`config.mk`:
```
export PLATFORM = sky130hd
export DESIGN_NAME = tcw_cursor
export DESIGN_NICKNAME = d
export VERILOG_FILES = /design/src/rtl/tcw_pkg.sv /design/src/rtl/tcw_cursor.sv
export SDC_FILE = /design/constraint.sdc
export NUM_CORES = 1
export LEC_CHECK = 0
export BUFFER_PORTS_ARGS = -buffer_cell sky130_fd_sc_hd__buf_2
export CAP_MARGIN = 40
export CORE_MARGIN = 1
export CORE_UTILIZATION = 48
export DETAILED_ROUTE_END_ITERATION = 10
export PLACE_DENSITY = 0.8
export SETUP_SLACK_MARGIN = 0.02
export SYNTH_ARGS = -nofsm -noshare
export SYNTH_HDL_FRONTEND = slang
export SYNTH_SLANG_ARGS = --single-unit
```
`constraint.sdc`:
```
create_clock -name vclk -period 6.8
set_clock_uncertainty 0.05 [all_clocks]
set_input_delay 1.36 -clock vclk [all_inputs]
set_output_delay 1.36 -clock vclk [all_outputs]
set_load 0.1 [all_outputs]
```
`src/rtl/tcw_pkg.sv`:
```
`timescale 1ns / 1ps
`default_nettype none

package tcw_pkg;

   // Screen geometry.
   localparam int COLUMNS   = 80;
   localparam int ROWS      = 25;
   localparam int TAB_WIDTH = 8;

   localparam int CELLS        = ROWS * COLUMNS;
   localparam int SCROLL_CELLS = (ROWS - 1) * COLUMNS;

   // Field widths of the transactions.
   localparam int ACT_W  = 2;
   localparam int CHAR_W = 8;
   localparam int COLR_W = 4;
   localparam int COL_W  = 7;
   localparam int ROW_W  = 5;
   localparam int LOC_W  = 11;
   localparam int CELL_W = 16;

   // Cell buffer addressing; the sweep counter is sized to hold CELLS itself.
   localparam int ADDR_W = $clog2(CELLS);
   localparam int IDX_W  = $clog2(CELLS + 1);

   localparam logic [CELL_W-1:0] BLANK_CELL = 16'h0F20;

   // Action codes.
   localparam logic [ACT_W-1:0] ACT_PUT   = 2'd0;
   localparam logic [ACT_W-1:0] ACT_CLEAR = 2'd1;
   localparam logic [ACT_W-1:0] ACT_READ  = 2'd2;

   // Character codes with special handling.
   localparam logic [CHAR_W-1:0] CH_BS    = 8'h08;
   localparam logic [CHAR_W-1:0] CH_TAB   = 8'h09;
   localparam logic [CHAR_W-1:0] CH_LF    = 8'h0A;
   localparam logic [CHAR_W-1:0] CH_CR    = 8'h0D;
   localparam logic [CHAR_W-1:0] CH_SPACE = 8'h20;
   localparam logic [CHAR_W-1:0] CH_LAST  = 8'h7F;

   // Cursor update computed for one put transaction.
   typedef struct packed {
      logic [COL_W-1:0] col;
      logic [ROW_W-1:0] row;
      logic [LOC_W-1:0] loc;
      logic             printable;
      logic             scroll;
   } cursor_upd_type;

endpackage

`default_nettype wire

```
`src/rtl/tcw_cursor.sv`:
```
`timescale 1ns / 1ps
`default_nettype none

module tcw_cursor (
   input  wire logic [tcw_pkg::CHAR_W-1:0] char_code,
   input  wire logic [tcw_pkg::COL_W-1:0]  col,
   input  wire logic [tcw_pkg::ROW_W-1:0]  row,
   output tcw_pkg::cursor_upd_type         upd
);

   logic [tcw_pkg::COL_W:0] col_x;
   logic [tcw_pkg::ROW_W:0] row_x;
   logic                    printable;
   logic                    scroll;

   // Move the cursor for one character, then wrap and scroll.
   always_comb begin
      col_x     = {1'b0, col};
      row_x     = {1'b0, row};
      printable = 1'b0;
      scroll    = 1'b0;

      if (char_code == tcw_pkg::CH_BS && col != '0) begin
         col_x = col_x - 1'b1;
      end else if (char_code == tcw_pkg::CH_TAB) begin
         // Tab width is a power of two, so the remainder is a mask.
         col_x = (col_x & ~((tcw_pkg::COL_W + 1)'(tcw_pkg::TAB_WIDTH - 1)))
                 + (tcw_pkg::COL_W + 1)'(tcw_pkg::TAB_WIDTH);
      end else if (char_code == tcw_pkg::CH_CR) begin
         col_x = '0;
      end else if (char_code == tcw_pkg::CH_LF) begin
         col_x = '0;
         row_x = row_x + 1'b1;
      end else if (char_code >= tcw_pkg::CH_SPACE && char_code <= tcw_pkg::CH_LAST) begin
         printable = 1'b1;
         col_x     = col_x + 1'b1;
      end

      if (col_x >= (tcw_pkg::COL_W + 1)'(tcw_pkg::COLUMNS)) begin
         col_x = '0;
         row_x = row_x + 1'b1;
      end

      if (row_x >= (tcw_pkg::ROW_W + 1)'(tcw_pkg::ROWS)) begin
         row_x  = (tcw_pkg::ROW_W + 1)'(tcw_pkg::ROWS - 1);
         scroll = 1'b1;
      end
   end

   // Pack the result, with the linear cursor location.
   always_comb begin
      upd.col       = col_x[tcw_pkg::COL_W-1:0];
      upd.row       = row_x[tcw_pkg::ROW_W-1:0];
      upd.loc       = tcw_pkg::LOC_W'(row_x[tcw_pkg::ROW_W-1:0])
                      * tcw_pkg::LOC_W'(tcw_pkg::COLUMNS)
                      + tcw_pkg::LOC_W'(col_x[tcw_pkg::COL_W-1:0]);
      upd.printable = printable;
      upd.scroll    = scroll;
   end

endmodule

`default_nettype wire

```
==> flow_summary_export.csv <==
group,metric,value,unit
run_status,status,"complete, but fails checks",
run_status,violations,"design-rule violations, negative setup slack",
global_routing,grt-ovfl-total,0,
job,cap_viol_max_count,0,
detailed_routing,via_count,2262,
power_and_ir_drop,peakVddDrop,0.113,mV
sta,finalMaxSlewViolations,0,
placed_design,placed_cell_area,2420,um2
hold_path,hold_path.class,"primary input to primary output",
synthesis,netlist_instances,215,
critical_path,worstSetupPathType,"primary input to primary output",
layout,fin_area,2600,um2
detailed_routing,vias_per_cell,6.52,
sta,rsz0062_at_grt,"true",
layout,area_growth,77.5,%
layout,diodes,0,
synthesis,yosysTopAreaCellShare,12.8,%
synthesis,synth.distinct_cells,57,
die,die_h,57.2,um
layout,fin_nets,355,
sta,fmax,136,MHz
detailed_routing,drt_wl_total,7.06,mm
sta,whs,3.31,ns
critical_path,endpoint_kind,"primary output",
sta,max-slew-margin-rel,65.5,%
detailed_routing,wl_per_cell,20.3,um
layout,clkbuf_count,0,
sta,fin_crit_sh,108,%
sta,finalHoldViolations,0,
placed_design,dp_hpwl,4.23,mm
sta,period_needed,7.35,ns
detailed_routing,post-route-drc-count,3,
synthesis,yosysTopAreaCell,"ha_1",
die,placementRows,19,
detailed_routing,drtIter0Drc,248,
synthesis,syn-cell-area,1460,um2
sta,fin_ws,-0.550,ns
die,initial_utilization,51.7,%
layout,drive_above_1_share,53.2,%
global_routing,grt_max_degree,13,
placed_design,dp_slack,-0.479,ns
die,dieArea,3270,um2
critical_path,cp.required,5.39,ns
sta,tightest_slew,0.521,ns
detailed_routing,drt-pass1-iter-count,8,
critical_path,crit_path_start_kind,"primary input",
power_and_ir_drop,power_density,200,nW/um2
power_and_ir_drop,p_leak,1.18,nW
synthesis,ys_top_cells_by_area,"ha_1, xnor2_1, nor2_1",
placed_design,place_congestion,0.916,
global_routing,grt_pass1_vias,1995,
synthesis,ys_warn_count,0,
global_routing,grt_antenna_before_repair,0,
layout,seq_cell_count,0,
die,io_pins,45,
placed_design,place_inst,341,
synthesis,synth_area_per_cell,6.80,um2
global_routing,track_usage,34.1,%
critical_path,arrival,5.94,ns
global_routing,grt_first_pass_wirelength,8.83,mm
die,fp.dieW,57.2,um
die,core,2830,um2
layout,instances_no_fill,347,
placed_design,io_buffer_count,45,
sta,finalSetupViolations,2,
synthesis,synth_fp_nets,252,
synthesis,ys_seq_area_share,0,%
critical_path,crit_fanout,4,
layout,register_area,0,um2
detailed_routing,ant_nets,0,
## path summary, 6_finish.rpt
path / startpoint / end / slack [ns] / depth (start not counted)
worst max-delay path: col[3] / upd[12] / -0.55 / 24
worst min-delay path: col[2] / upd[20] / 3.31 / 4
## cells in the mapped netlist (3+ instances only)
master / n
inv_1: 16
buf_4: 6
nand3_1: 5
xor2_1: 4
mux2i_1: 3
clkbuf_1: 4
or3_1: 3
a21o_1: 4
nand2_1: 17
nor2b_1: 4
and3_1: 3
nor3_1: 12
nand4_1: 4
buf_2: 4
xnor2_1: 14
nor2_1: 20
a21oi_1: 13
ha_1: 15
o21ai_0: 12
o21a_1: 3
## layer usage
metal / global-route usage [%] / up-vias / routed length (um)
met5: 0 / - / 0
met4: 17.4 / 0 / 426
met3: 2.95 / 53 / 652
met2: 63.2 / 189 / 3430
met1: 38.7 / 1035 / 2550
li1: - / 985 / -
## critical path, stage by stage
cell and delay, ns:
buf_2 0.13, inv_1 0.12, ha_1 0.20, inv_1 0.05, o21ai_0 0.31, buf_4 0.19
mux2i_1 0.21, a22o_1 0.25, a21o_1 0.25, a21oi_4 0.11, xnor2_4 0.16, o31ai_4 0.39
nor2_4 0.09, ha_4 0.23, ha_4 0.16, fa_1 0.51, nand2_1 0.08, o21bai_4 0.19
a21o_1 0.16, a32o_1 0.21, a21oi_2 0.15, o21ai_4 0.10, xor2_4 0.16, buf_12 0.19
## cells by family after synthesis
family | count (synthesis) | share of synthesized area, %
fa+ha+maj | 17 | 15.6
mux | 4 | 2.82
simple gates | 82 | 28.7
compound gates | 61 | 30.4
buf+inv | 32 | 10.6
xor+xnor | 19 | 11.9
## cells in the final DEF (no fill, tap or decap), drive strengths merged, types with 3 or more instances in the layout
cell type  count
ha            15
and3           3
nor3          12
a21oi         15
o21ai         13
o21a           3
nand2         17
nor2b          4
a21o           4
nand4          4
buf          116
or3            3
xnor2         15
nor2          20
xor2           4
nand3          5
inv           15
mux2i          3
o31ai          3
## through the flow
stage               setup TNS [ns]  utilization [%]  power [W]
floorplan                    -1.65                -   0.000358
global placement            -0.298             85.5   0.000479
detailed placement          -0.527             85.5   0.000490
CTS                         -0.379             87.6   0.000493
global route                 -1.17             91.8   0.000532
finish                      -0.657             91.8   0.000518
## repair_timing
action | 4_1_cts | 5_1_grt
pin swaps | 6 | 11
setup endpoints to repair | 2 | 3
buffers inserted | 2 | 4
hold buffers | 0 | 0
gates resized for setup | 11 | 16
## report_power, final
group | total (W) | internal [W] | switching (W)
clock network | 0 | 0 | 0
registers | 0 | 0 | 0
logic | 0.000518 | 0.000176 | 0.000343
## layout make-up
type / count / area [um2]
tap: 31 / 38.8
multi-input combinational: 183 / 1660
inverter: 17 / 71.3
fill: 102 / 233
timing repair buffer: 116 / 831
Note: power is estimated with default switching activity, not from simulation.
